### src/sv/ivalloc_pkg.sv
// package for the interrupt vector allocator: sizes, constants, state type
`timescale 1ns / 1ps
package ivalloc_pkg;

	localparam int LINE_COUNT   = 64;
	localparam int LINE_W       = 6;
	localparam int LINE_AW      = $clog2(LINE_COUNT);
	localparam int BUCKET_COUNT = 7;
	localparam int BKT_W        = 3;
	localparam int USE_W        = 4;
	localparam int VEC_W        = 8;
	localparam int IRQL_W       = 5;
	localparam int AFF_W        = 32;

	localparam logic [USE_W-1:0] USE_MAX    = 4'd15;
	localparam logic [VEC_W-1:0] VEC_BASE   = 8'h50;
	localparam int               GROUP_SIZE = 16;
	localparam logic [AFF_W-1:0] AFF_RESET  = 32'h0000_0001;

	typedef enum logic {
		ST_IDLE,
		ST_LOOKUP
	} ivalloc_state_t;

endpackage

### src/sv/interrupt_vector_allocator_core.sv
// top level of the interrupt vector allocator
`timescale 1ns / 1ps
// Interrupt vector allocator. Each transfer on the input channel carries one
// resolved interrupt controller line; one result transfer comes back with the
// line's system vector, its priority level (irql), the current default
// affinity mask and a flag that is set when this request assigned the vector.
// The first request for a line takes the least-used of the seven vector
// buckets (ties go to the highest-numbered bucket), bumps its use count
// (saturating at 15) and stores bucket*16 + 0x50 + count for the line; later
// requests return the stored vector. The line table sits in a ram with a
// registered read, plus one valid bit per line that reset clears,
// so the table is usable right after reset with no clearing pass. An item
// goes through the table read, then the bucket choice, write-back and result
// register load. The result register lets the next line be accepted while
// a result still waits to be taken. The user must write default_affinity
// via cfg_we/cfg_wdata only while idle; the block does not enforce this.
module interrupt_vector_allocator_core (
	input  logic                         clk,
	input  logic                         arst_n,
	// input channel
	input  logic                         in_valid,
	output logic                         in_ready,
	input  logic [ivalloc_pkg::LINE_W-1:0] line,
	// result channel
	output logic                         out_valid,
	input  logic                         out_ready,
	output logic [ivalloc_pkg::VEC_W-1:0]  vector,
	output logic [ivalloc_pkg::IRQL_W-1:0] irql,
	output logic [ivalloc_pkg::AFF_W-1:0]  affinity,
	output logic                         newly_assigned,
	// configuration
	input  logic                         cfg_we,
	input  logic [ivalloc_pkg::AFF_W-1:0]  cfg_wdata
);
	import ivalloc_pkg::*;

	ivalloc_state_t state_q, state_d;

	// request held while the table read is in flight
	logic [LINE_W-1:0]  line_s1;
	logic [AFF_W-1:0]   default_affinity_q;
	logic [LINE_COUNT-1:0] line_valid_q;
	logic [USE_W-1:0]   bucket_use_q [BUCKET_COUNT];

	// result register
	logic               out_valid_q;
	logic [VEC_W-1:0]   vector_q;
	logic [IRQL_W-1:0]  irql_q;
	logic [AFF_W-1:0]   affinity_q;
	logic               newly_assigned_q;

	logic               accept;
	logic               advance;
	logic               rd_en;
	logic [LINE_AW-1:0] rd_addr;
	logic [LINE_AW-1:0] line_idx;
	logic [VEC_W-1:0]   ram_rdata;
	logic               wr_en;

	logic               in_range;
	logic               assigned;
	logic [BKT_W-1:0]   best;
	logic [USE_W-1:0]   use_next;
	logic               fresh;
	logic [VEC_W-1:0]   vec_new;
	logic [VEC_W-1:0]   vec_res;
	logic [IRQL_W-1:0]  irql_res;

	assign accept  = in_valid && in_ready;
	// the result register is free or empties this cycle
	assign advance = (state_q == ST_LOOKUP) && (!out_valid_q || out_ready);

	// next state
	always_comb begin
		state_d = state_q;
		unique case (state_q)
			ST_IDLE: begin
				if (accept) begin
					state_d = ST_LOOKUP;
				end
			end
			ST_LOOKUP: begin
				if (advance) begin
					state_d = ST_IDLE;
				end
			end
			default: state_d = ST_IDLE;
		endcase
	end

	// state outputs: one item in flight, so the write-back always lands
	// before the next read of the table
	always_comb begin
		in_ready = 1'b0;
		rd_en    = 1'b0;
		wr_en    = 1'b0;
		unique case (state_q)
			ST_IDLE: begin
				in_ready = 1'b1;
				rd_en    = in_valid;
			end
			ST_LOOKUP: begin
				wr_en = advance && fresh;
			end
			default: begin
				in_ready = 1'b0;
			end
		endcase
	end

	always_ff @(posedge clk or negedge arst_n) begin
		if (!arst_n) begin
			state_q <= ST_IDLE;
		end else begin
			state_q <= state_d;
		end
	end

	assign rd_addr  = LINE_AW'(line);
	assign line_idx = LINE_AW'(line_s1);

	ivalloc_ram #(
		.WIDTH (VEC_W),
		.DEPTH (LINE_COUNT)
	) u_line_ram (
		.clk   (clk),
		.we    (wr_en),
		.waddr (line_idx),
		.wdata (vec_new),
		.re    (rd_en),
		.raddr (rd_addr),
		.rdata (ram_rdata)
	);

	// least-used bucket, strict compare keeps the higher bucket on ties
	always_comb begin
		best = BKT_W'(BUCKET_COUNT - 1);
		for (int i = BUCKET_COUNT - 1; i > 0; i--) begin
			if (bucket_use_q[i-1] < bucket_use_q[best]) begin
				best = BKT_W'(i - 1);
			end
		end
	end

	assign in_range = (32'(line_s1) < LINE_COUNT);
	assign assigned = line_valid_q[line_idx];
	assign fresh    = in_range && !assigned;

	// count saturates, a full bucket reuses its top vector
	assign use_next = (bucket_use_q[best] < USE_MAX) ? bucket_use_q[best] + 1'b1
		: bucket_use_q[best];
	assign vec_new  = VEC_W'(int'(best) * GROUP_SIZE) + VEC_BASE + VEC_W'(use_next);

	always_comb begin
		if (!in_range) begin
			vec_res  = '0;
			irql_res = '0;
		end else begin
			vec_res  = assigned ? ram_rdata : vec_new;
			irql_res = IRQL_W'(vec_res[VEC_W-1:4]) - IRQL_W'(1);
		end
	end

	always_ff @(posedge clk or negedge arst_n) begin
		if (!arst_n) begin
			line_valid_q <= '0;
			for (int i = 0; i < BUCKET_COUNT; i++) begin
				bucket_use_q[i] <= '0;
			end
		end else if (wr_en) begin
			line_valid_q[line_idx] <= 1'b1;
			bucket_use_q[best]     <= use_next;
		end
	end

	always_ff @(posedge clk or negedge arst_n) begin
		if (!arst_n) begin
			default_affinity_q <= AFF_RESET;
		end else if (cfg_we) begin
			default_affinity_q <= cfg_wdata;
		end
	end

	always_ff @(posedge clk) begin
		if (accept) begin
			line_s1 <= line;
		end
	end

	// result register
	always_ff @(posedge clk or negedge arst_n) begin
		if (!arst_n) begin
			out_valid_q <= 1'b0;
		end else if (advance) begin
			out_valid_q <= 1'b1;
		end else if (out_ready) begin
			out_valid_q <= 1'b0;
		end
	end

	always_ff @(posedge clk) begin
		if (advance) begin
			vector_q         <= vec_res;
			irql_q           <= irql_res;
			affinity_q       <= in_range ? default_affinity_q : '0;
			newly_assigned_q <= fresh;
		end
	end

	assign out_valid      = out_valid_q;
	assign vector         = vector_q;
	assign irql           = irql_q;
	assign affinity       = affinity_q;
	assign newly_assigned = newly_assigned_q;

endmodule

### src/sv/ivalloc_ram.sv
// generic single-port-write, single-port-read ram with registered read
`timescale 1ns / 1ps
module ivalloc_ram #(
	parameter int WIDTH = 8,
	parameter int DEPTH = 64
) (
	input  logic                     clk,
	input  logic                     we,
	input  logic [$clog2(DEPTH)-1:0] waddr,
	input  logic [WIDTH-1:0]         wdata,
	input  logic                     re,
	input  logic [$clog2(DEPTH)-1:0] raddr,
	output logic [WIDTH-1:0]         rdata
);

	logic [WIDTH-1:0] mem_q [DEPTH];

	always_ff @(posedge clk) begin
		if (we) begin
			mem_q[waddr] <= wdata;
		end
		if (re) begin
			rdata <= mem_q[raddr];
		end
	end

endmodule

### config.mk
export PLATFORM = sky130hd
export DESIGN_NAME = interrupt_vector_allocator_core
export DESIGN_NICKNAME = d
export VERILOG_FILES = /design/src/sv/ivalloc_pkg.sv /design/src/sv/interrupt_vector_allocator_core.sv /design/src/sv/ivalloc_ram.sv
export SDC_FILE = /design/constraint.sdc
export NUM_CORES = 1
export LEC_CHECK = 0
export BUFFER_PORTS_ARGS = -buffer_cell sky130_fd_sc_hd__buf_4
export CAP_MARGIN = 30
export CORE_AREA = 2 2 230 232
export CTS_CLUSTER_SIZE = 30
export DETAILED_ROUTE_END_ITERATION = 10
export DIE_AREA = 0 0 232 234
export GPL_ROUTABILITY_DRIVEN = 0
export GPL_TIMING_DRIVEN = 0
export PLACE_DENSITY_LB_ADDON = 0.15
export RECOVER_POWER = 100
export SYNTH_ARGS = -nofsm -noshare
export SYNTH_HDL_FRONTEND = slang
export SYNTH_HIERARCHICAL = 1
export SYNTH_SLANG_ARGS = --single-unit
### constraint.sdc
create_clock -name clk -period 11.9 [get_ports clk]
set_clock_uncertainty 0.2 [all_clocks]
set_input_delay 0 -clock clk [delete_from_list [all_inputs] [get_ports clk]]
set_output_delay 0 -clock clk [all_outputs]
set_load 0.05 [all_outputs]
# ---- Word-level counts from Yosys, hierarchy flattened
# Memories as Yosys holds them, arrays and structs flattened. A register that Yosys moved wholly into a read port is not among the register bits.
# Index checks and enable logic that the tools add are counted.
dict set report totals {
  reg_bits 178
  latchBits 0
  ram_bits 512
  rom_bits 0
  inputBits 43
  out_inout_bits 48
  elab_cells 97
  n_memories 1
}
dict set report classes {
  add_sub_neg 4
  n_mul 0
  n_div 0
  n_lt_le_gt_ge 16
  eq_ne 0
  shift 0
  n_mux 43
  n_bitwise 8
  reduce_logical 9
}
# name depth word_bits read_ports rd_clocked_by_memory_dff write_ports line
set memory_table {}
lappend memory_table {u_line_ram.mem_q 64 8 1 1 1 ivalloc_ram.sv:16} ;# logic [WIDTH-1:0] mem_q [DEPTH];
# operator count
set op_table {}
lappend op_table {{$bmux W4 S3} 6}
lappend op_table {{$or A64 B64 Y64} 1}
lappend op_table {{$mux W4} 14}
lappend op_table {{$bwmux W28} 1}
lappend op_table {{$ge A4 B4 Y1 const B} 6}
lappend op_table {{$lt A4 B4 Y1} 6}
lappend op_table {{$not A3 Y4} 6}
lappend op_table {{$mux W3} 5}
lappend op_table {{$demux W4 S3} 1}
lappend op_table {{$mux W1} 11}
lappend op_table {{$add A7 B7 Y8 const B} 1}
lappend op_table {{$add A8 B4 Y8} 1}
lappend op_table {{$mux W8} 1}
lappend op_table {{$lt A6 B7 Y1 const B} 1}
lappend op_table {{$bmux W1 S6} 1}
lappend op_table {{$demux W1 S6} 1}
lappend op_table {{$ge A6 B1 Y1 const B} 1}
lappend op_table {{$logic_and A1 B1 Y1} 5}
lappend op_table {{$sub A4 B1 Y5 const B} 1}
lappend op_table {{$add A4 B1 Y4 const B} 1}
lappend op_table {{$lt A4 B1 Y1 const B} 1}
lappend op_table {{$lt A4 B4 Y1 const B} 1}
lappend op_table {{$logic_not A1 Y1} 2}
lappend op_table {{$mux W2} 1}
lappend op_table {{4 further kinds} 4}

# ---- Longest topological paths before layout
# Gate-level depths: netlist of the first run.
dict set report depth {
  depth_word 41
  ltp_mapped 53
  mapped_depth_nobuf 51
}

# ---- Modules after synthesis
# The synthesis of the first run kept the hierarchy.
# mod instances cells_per_inst area_each_um2 seq_area_each_um2
set by_module_without_submodules {}
lappend by_module_without_submodules {ivalloc_ram 1 940 20246.9 15615.0}
lappend by_module_without_submodules {interrupt_vector_allocator_core 1 683 8519.4 4715.8}

# ---- Worst setup path after synthesis of the first run
# No wires, ideal clock.
dict set report synth_path {
  path_kind {register to register}
  start {register bucket_use_q[3] (netlist bit)}
  end {memory u_line_ram.mem_q[0][6], data pin}
  setup_time_ns 0.499
  arrival_time_ns 11.750
  required_ns 11.201
  slack_ns -0.549
  stages_incl_launch_ff 47
  path_buffers 2
  synth_period_minus_slack_ns 12.449
  path_cell_list {dfrtp_1 > inv_1 > ha_1 > o21a_1 > nor2_1 > nor2_1 > mux2i_1 > ha_1 > a21oi_1 > o21ai_1 > o31ai_1 > ha_1 > a21oi_1 > nand2_1 > a31oi_1 > nand3_1 > nand2_1 > nor2_1 > [11 not listed] > ha_1 > a2111oi_0 > o31ai_1 > nand2_1 > o21ai_2 > a31oi_1 > nand2_1 > o21a_1 > ha_1 > a2111oi_0 > o21ai_0 > o221ai_2 > or2_1 > clkbuf_1 > inv_1 > ha_1 > o21a_1 > nor2_1}
}
dict set report synth_between {
  elab_chain_len 39
  elab_cells_between_ends 41
  classes_between {add/sub (3); order compare (7); mux (25); bitwise (6)}
}
# element line
set synth_rtl {}
lappend synth_rtl {{from (decl)} interrupt_vector_allocator_core.sv:43} ;# logic [USE_W-1:0] bucket_use_q [BUCKET_COUNT];
lappend synth_rtl {{from (signal, indexed assignment)} interrupt_vector_allocator_core.sv:172} ;# bucket_use_q[best] <= use_next;
lappend synth_rtl {{$lt A4 B4 Y1} interrupt_vector_allocator_core.sv:139} ;# if (bucket_use_q[i-1] < bucket_use_q[best]) begin
lappend synth_rtl {{$mux W2} interrupt_vector_allocator_core.sv:139}
lappend synth_rtl {{$not A3 Y4 (not written as such)} interrupt_vector_allocator_core.sv:139}
lappend synth_rtl {{$bmux W4 S3} interrupt_vector_allocator_core.sv:139}
lappend synth_rtl {{$mux W4 (not written as such) (2 in a row)} interrupt_vector_allocator_core.sv:139}
lappend synth_rtl {{$lt A4 B4 Y1} interrupt_vector_allocator_core.sv:139}
lappend synth_rtl {{$mux W3} interrupt_vector_allocator_core.sv:139}
lappend synth_rtl {{$not A3 Y4 (not written as such)} interrupt_vector_allocator_core.sv:139}
lappend synth_rtl {{[22 not listed]} --}
lappend synth_rtl {{$mux W3} interrupt_vector_allocator_core.sv:139}
lappend synth_rtl {{$not A3 Y4 (not written as such)} {interrupt_vector_allocator_core.sv:150, interrupt_vector_allocator_core.sv:151}}
lappend synth_rtl {{$bmux W4 S3} {interrupt_vector_allocator_core.sv:150, interrupt_vector_allocator_core.sv:151}}
lappend synth_rtl {{$mux W4 (not written as such) (2 in a row)} {interrupt_vector_allocator_core.sv:150, interrupt_vector_allocator_core.sv:151}}
lappend synth_rtl {{$add A4 B1 Y4 or $lt A4 B4 Y1 (tied branches)} interrupt_vector_allocator_core.sv:150} ;# assign use_next = (bucket_use_q[best] < USE_MAX) ? bucket_use_q[best] + 1'b1
lappend synth_rtl {{$mux W4} interrupt_vector_allocator_core.sv:150}
lappend synth_rtl {{$add A8 B4 Y8 (*)} interrupt_vector_allocator_core.sv:152} ;# assign vec_new = VEC_W'(int'(best) * GROUP_SIZE) + VEC_BASE + VEC_W'(use_next);
lappend synth_rtl {{net vec_new[6]} interrupt_vector_allocator_core.sv:65} ;# logic [VEC_W-1:0] vec_new;
lappend synth_rtl {{to (decl)} ivalloc_ram.sv:16}
# The timed path passes the listed nets; every way through them passes the cells marked *. The select of a mux whose other input is x is not followed.

# ---- Worst setup path after layout of the first run
dict set report layout_path {
  start {register bucket_use_q[1] (netlist bit)}
  end {register vector_q[1], in the netlist vector[1], data pin}
}
dict set report layout_between {
  elab_chain_len 40
  elab_cells_between_ends 41
  classes_between {add/sub (2); order compare (7); mux (26); bitwise (6)}
}
# element line
set layout_rtl {}
lappend layout_rtl {{$lt A4 B4 Y1} interrupt_vector_allocator_core.sv:139}
lappend layout_rtl {{$mux W2} interrupt_vector_allocator_core.sv:139}
lappend layout_rtl {{$not A3 Y4 (not written as such)} interrupt_vector_allocator_core.sv:139}
lappend layout_rtl {{$bmux W4 S3} interrupt_vector_allocator_core.sv:139}
lappend layout_rtl {{$mux W4 (not written as such) (2 in a row)} interrupt_vector_allocator_core.sv:139}
lappend layout_rtl {{$lt A4 B4 Y1} interrupt_vector_allocator_core.sv:139}
lappend layout_rtl {{$mux W3} interrupt_vector_allocator_core.sv:139}
lappend layout_rtl {{$not A3 Y4 (not written as such)} interrupt_vector_allocator_core.sv:139}
lappend layout_rtl {{[24 not listed]} --}
lappend layout_rtl {{$bmux W4 S3 (*)} {interrupt_vector_allocator_core.sv:150, interrupt_vector_allocator_core.sv:151}}
lappend layout_rtl {{$mux W4 (not written as such) (*) (2 in a row)} {interrupt_vector_allocator_core.sv:150, interrupt_vector_allocator_core.sv:151}}
lappend layout_rtl {{$add A4 B1 Y4 or $lt A4 B4 Y1 (tied branches)} interrupt_vector_allocator_core.sv:150}
lappend layout_rtl {{$mux W4 (*)} interrupt_vector_allocator_core.sv:150}
lappend layout_rtl {{net use_next[1]} interrupt_vector_allocator_core.sv:63} ;# logic [USE_W-1:0] use_next;
lappend layout_rtl {{$add A8 B4 Y8 (*)} interrupt_vector_allocator_core.sv:152}
lappend layout_rtl {{$mux W8 (*)} interrupt_vector_allocator_core.sv:159} ;# vec_res = assigned ? ram_rdata : vec_new;
lappend layout_rtl {{net vec_res[1]} interrupt_vector_allocator_core.sv:66} ;# logic [VEC_W-1:0] vec_res;
lappend layout_rtl {{to (signal assigned)} interrupt_vector_allocator_core.sv:203} ;# vector_q <= vec_res;
lappend layout_rtl {{to (decl)} interrupt_vector_allocator_core.sv:47} ;# logic [VEC_W-1:0] vector_q;
# Marked as above.
# A chain may end at the register's enable or synchronous reset.

==> results of run 1 <==
## Yosys cell counts, types with 7 or more instances
cell / count
nand3_1: 26
ha_1: 21
o221ai_1: 10
o22ai_1: 13
a211oi_1: 11
mux2_2: 83
mux2i_1: 45
o21ai_1: 7
clkbuf_1: 30
o21bai_1: 33
nor3_1: 15
nand2b_1: 13
a21o_1: 36
a221oi_1: 8
edfxtp_1: 572
buf_1: 8
mux4_2: 132
nor2b_1: 19
buf_4: 13
o21ai_0: 19
nand2_1: 64
a21oi_1: 29
dfrtp_1: 125
buf_2: 14
o21a_1: 10
and2_1: 10
nor2_1: 120
inv_1: 17
## sequential cells by signal, summed over array words and instances, names as in the netlist
name and flops:
line_idx 6, bucket_use_q 28, state_q 1, irql 5, affinity 32, line_valid_q 64, default_affinity_q 32, vector 8
newly_assigned 1, out_valid 1, u_line_ram/rdata 8, u_line_ram/mem_q 512
## metal layers
metal	track usage [%]	wire [um]
met5	0	11
met4	8.91	2200
met3	6.40	6830
met2	42.8	33900
met1	36.7	28900
## logic make-up (layout without fill, tap and decap cells)
family                     Yosys count  in the layout  synth area share (%)
and+or+nand+nor                    308            308                  5.10
DFF                                698            698                  70.7
muxes                              262            262                  15.2
adders and majority gates           21             21                 0.913
buffers and inverters               91            450                  1.69
AOI/OAI and AO/OA                  240            241                  6.28
xor gates and xnor gates             3              3                 0.117
## area by class of cell
type	instances	area, um^2
Buffer	73	419
Tap cell	688	861
Clock inverter	32	226
Fill cell	3599	17900
Inverter	18	67.6
Timing Repair Buffer	232	1950
Sequential cell	698	20300
Multi-Input combinational cell	835	8220
Clock buffer	95	2030
## what timing repair did
item / 4_1_cts / 5_1_grt
setup buffers: 1 / 13
cloned: 0 / 1
setup endpoints to repair: 520 / 422
hold endpoints to repair: 202 / 0
hold buffers: 109 / 0
pin swaps: 2 / 6
resized for setup: 20 / 24
## path summary, 6_finish.rpt
path,startpoint,to,slack [ns],cells after the start
max reg2reg,bucket_use_q[1]$_DFFE_PN0P_,vector[1]$_DFFE_PP_,0.59,45
max in group asynchronous,arst_n,bucket_use_q[21]$_DFFE_PN0P_,7.46,4
min,in_valid,state_q$_DFF_PN0_,0.06,4
max,bucket_use_q[1]$_DFFE_PN0P_,vector[1]$_DFFE_PP_,0.59,45
min in group asynchronous,arst_n,line_valid_q[35]$_DFFE_PN0P_,1.46,4
min reg2reg,default_affinity_q[2]$_DFFE_PN0P_,affinity[2]$_DFFE_PP_,0.24,0
## metrics by stage
stage	worst slack, ns	hold WS [ns]	util (%)
after floorplan	0.366	-0.496	-
after global placement	-4.20	0.00470	58.2
after detailed placement	-1.88	-0.197	59.0
after CTS	0.00468	0.00763	65.7
after global routing	-0.102	0.0706	65.6
final	0.585	0.0558	65.6
## worst max-delay path, delay by kind of cell (launching register included)
kind	cells	cell delay (ns)
compound gates	20	5.20
fa+ha+maj	6	1.87
buf+inv	5	0.76
flops	1	0.41
mux	5	1.29
simple gates	9	1.25
==> out/metrics.cfg, run 1 <==
[placement]
dp.cells = 2420
hpwl_um = 46500
portBuffers = 89
postPlaceCellArea_mm2 = 0.0307

[synthesis]
synthCells = 1623
synth.distinct_cells = 83
yosysWarnings = 6
synth_area_mm2 = 0.0288
synth.area.top_cells = edfxtp_1 60%, dfrtp_1 11%, mux4_2 10%, mux2_2 3.2%, mux2i_1 1.6%
synth_top_area_share_pct = 59.7
ys_seq_area_share_pct = 70.7
async_flop_share_pct = 18.1
synth-seq-cells = 698
synth_ff_type = edfxtp_1
synth_nets = 1687
avgSynthCellArea_um2 = 17.7
yosysTopAreaCell = edfxtp_1
synth_edf_count = 572

[grt]
grt_pass1_wl_um = 106000
grt_pass1_vias = 16900
grt_start_max_net_pins = 71
gr-usage-all-layers_pct = 26.8
antenna_found_initial = 1
overflow = 0

[critical_path]
critPathArrivalTime_ns = 11.45
crit_required_ns = 12.04
startpoint_type = register
cp_slowest_stage_delay_ns = 0.59
crit_type = reg2reg
cp_common_cell = ha_1
end_kind = register
worstPathMaxFanout = 42
critPathSlowestCell = o32a_1

[routing]
viasPerCell = 6.23
remaining_drc_errors = 0
routedWlPerCell_um = 26.9
vias = 16700
wirelength_um = 71900
first_pass_iters = 6
drtIter0Drc = 2126
ant_nets = 0

[sta]
fmax_ghz = 0.0884
min_period_over_period_pct = 95.1
period_needed_ns = 11.31
setup_violations = 0
slew_headroom_pct = -158
maxSlewViolCount = 163
finalHoldViolations = 0
worst_pin_slew_ns = 3.87
final.setup.tns_ns = 0

[final_layout]
nNetsFinal = 1994
drive_above_1_share_pct = 23.3
antenna_cells = 0
final_cell_count_no_fill = 2671
most-common-layout-cells = 572 x edfxtp_1, 132 x mux4_2, 125 x dfrtp_1
syn2layout_area_growth_pct = 18.6
final_common_cell = edfxtp_1
fin_area_mm2 = 0.0341

[clock_tree]
clock_latency_ns = 0.61
cts_made_buffers = 72
cts_tree = yes
ctsRootBufferMaster = clkbuf_16
htree_levels = 3
clock-sinks = 698
clkSlewWorstSetupHoldPaths_ns = 0.06
cts.path.max_buffers = 3

[run_status]
status = complete, but fails checks
violations = max-capacitance violations, max-slew violations

[floorplan]
die_x_um = 232
die_h_um = 234
die_area_mm2 = 0.0543
initial_core_util_pct = 55.3
fp.coreArea_mm2 = 0.0520
top_level_ports = 91
rows = 84

[min_path]
hold_path.class = in2reg

[run]
max_cap_viol_count = 3

Power of run 1 is left out: the tool's default activity adds up to more than one toggle a clock period on the data nets, which glitch-free logic cannot reach.
==> run 2, diff against run 1 <==
Settings changed: CORE_AREA 2 2 230 232 to 2 2 219 221, DIE_AREA 0 0 232 234 to 0 0 221 223.
Clock period 11.9 ns to 12.9 ns, I/O delays scaled along.
==> out/metrics.cfg, run 2 (same netlist as run 1, synthesis figures left out) <==
[critical_path]
crit_family = compound AO/OA/AOI/OAI gates  ; unchanged
critPathArrivalTime_ns = 12.20  ; was 11.45 ns
cp_num_buf_inv = 6  ; was 5
end_kind = register  ; unchanged
cp_common_cell = ha_1  ; unchanged
cp.depth = 49  ; was 45
crit_type = reg2reg  ; unchanged
cp_slowest_stage_delay_ns = 0.50  ; was 0.59 ns
reg2reg_depth = 49  ; was 45
crit_required_ns = 13.14  ; was 12.04 ns
startpoint_type = register  ; unchanged
critPathSlowestCell = a2111oi_4  ; was o32a_1
worstPathMaxFanout = 35  ; was 42

[floorplan]
fp.coreArea_mm2 = 0.0471  ; was 0.0520 mm^2
rows = 80  ; was 84
die_x_um = 221  ; was 232 um
die_area_mm2 = 0.0493  ; was 0.0543 mm^2
top_level_ports = 91  ; unchanged
die_h_um = 223  ; was 234 um
initial_core_util_pct = 61.0  ; was 55.3%

[final_layout]
largest_register = u_line_ram/mem_q  ; unchanged
fin_area_mm2 = 0.0334  ; was 0.0341 mm^2
final_core_util_pct = 70.8  ; was 65.6%
final_cell_count_no_fill = 2561  ; was 2671
most-common-layout-cells = 572 x edfxtp_1, 132 x mux4_2, 125 x dfrtp_1  ; unchanged
syn2layout_area_growth_pct = 16.0  ; was 18.6%
largest_register_ffs = 512  ; unchanged
antenna_cells = 0  ; unchanged
reg_top3 = u_line_ram/mem_q: 512 flops, line_valid_q: 64 flops  ; unchanged
drive_above_1_share_pct = 21.7  ; was 23.3%
nNetsFinal = 1954  ; was 1994
final_common_cell = edfxtp_1  ; unchanged

[placement]
dp.cells = 2348  ; was 2420
postPlaceCellArea_mm2 = 0.0306  ; was 0.0307 mm^2
portBuffers = 89  ; unchanged
hpwl_um = 45500  ; was 46500 um

[run]
max_cap_viol_count = 3  ; unchanged

[sta]
slew_headroom_pct = -193  ; was -158%
period_needed_ns = 11.96  ; was 11.31 ns
setup_violations = 0  ; unchanged
finalHoldViolations = 0  ; unchanged
fmax_ghz = 0.0836  ; was 0.0884 GHz
rsz0062_at_grt = false
worst_pin_slew_ns = 4.39  ; was 3.87 ns
maxSlewViolCount = 176  ; was 163
min_period_over_period_pct = 92.7  ; was 95.1%

[clock_tree]
cts.path.max_buffers = 3  ; unchanged
postCtsSetupBuffers = 0  ; was 1
htree_levels = 3  ; unchanged
ctsRootBufferMaster = clkbuf_16  ; unchanged
clock_latency_ns = 0.62  ; was 0.61 ns
cts_tree = yes  ; unchanged
clkSlewWorstSetupHoldPaths_ns = 0.06  ; about the same
clock-sinks = 698  ; unchanged
cts_made_buffers = 71  ; was 72

[routing]
routedWlPerCell_um = 27.4  ; was 26.9 um
vias = 16500  ; was 16700
viasPerCell = 6.45  ; was 6.23
first_pass_iters = 5  ; was 6
remaining_drc_errors = 0  ; unchanged
drtIter0Drc = 2137  ; was 2126
wirelength_um = 70300  ; was 71900 um
ant_nets = 0  ; unchanged

[min_path]
whs_path_depth = 3  ; was 4
hold_path.class = in2reg  ; unchanged

[grt]
grt_pass1_vias = 16600  ; was 16900
antenna_found_initial = 1  ; unchanged
gr-usage-all-layers_pct = 29.0  ; was 26.8%
overflow = 0  ; unchanged
grt_start_max_net_pins = 83  ; was 71
grt_pass1_wl_um = 105000  ; was 106000 um

[run_status]
violations = max-capacitance violations, max-slew violations  ; unchanged
status = complete, but fails checks  ; unchanged

==> run 2: changes by cell type in the layout (fill, tap and decap cells not counted), moves of 4 or more <==
cell	before	now
buf_4	32	13
dlygate4sd3_1	108	82
clkinv_1	11	16
clkbuf_1	110	117
clkbuf_4	30	34
clkbuf_2	0	4
buf_6	11	6
bufinv_16	2	6
==> run 2: final cells by class <==
cell class	count	area, um^2
clock inverter	37	344
buffer	73	402
multi-input combinational	834	8010
inverter	18	67.6
timing repair buffer	194	1530
fill	2964	13800
tap	615	769
clock buffer	92	1930
sequential	698	20300
==> run 2: timing repair <==
action                     in CTS  in global routing
hold buffers                   83                  0
hold endpoints to repair      188                  0
gates resized for setup         3                 13
setup endpoints to repair      71                422
==> run 2: tightest hold or removal path, cell delays in order <==
cell and delay [ns]:
clkbuf_1 0.20, buf_1 0.32, mux2_2 0.30
==> run 2: per-stage QoR <==
stage                     hold WS, ns  setup slack [ns]  TNS [ns]
after global placement        0.00483             -4.44  -1085.82
after CTS                      0.0204            0.0182         0
after floorplan                -0.496             0.451         0
after detailed placement       -0.245            -0.463    -17.15
after global routing           0.0787            0.0411         0
final                          0.0426             0.941         0
==> run 2: layer usage <==
layer	GRT usage (%)	routed length, um	up-vias	part of all wire [%]
met5	0	18	-	0.026
met4	10.4	2540	2	3.6
met3	6.72	6820	168	9.7
met2	45.6	33000	869	47
met1	40.6	27800	8435	40
li1	-	-	7034	-
==> run 2: worst paths after layout <==
| kind | start | to | slack [ns] |
|---|---|---|---|
| setup / recovery | bucket_use_q[1]$_DFFE_PN0P_ | u_line_ram/mem_q[9][0]$_DFFE_PP_ | 0.94 |
| hold / removal | cfg_we | default_affinity_q[8]$_DFFE_PN0P_ | 0.04 |
| setup reg to reg | bucket_use_q[1]$_DFFE_PN0P_ | u_line_ram/mem_q[9][0]$_DFFE_PP_ | 0.94 |
| hold reg to reg | default_affinity_q[22]$_DFFE_PN0P_ | affinity[22]$_DFFE_PP_ | 0.24 |
| max in group asynchronous | arst_n | bucket_use_q[0]$_DFFE_PN0P_ | 8.05 |
| min in group asynchronous | arst_n | line_valid_q[2]$_DFFE_PN0P_ | 1.10 |
Power of run 2 is left out for the same reason.
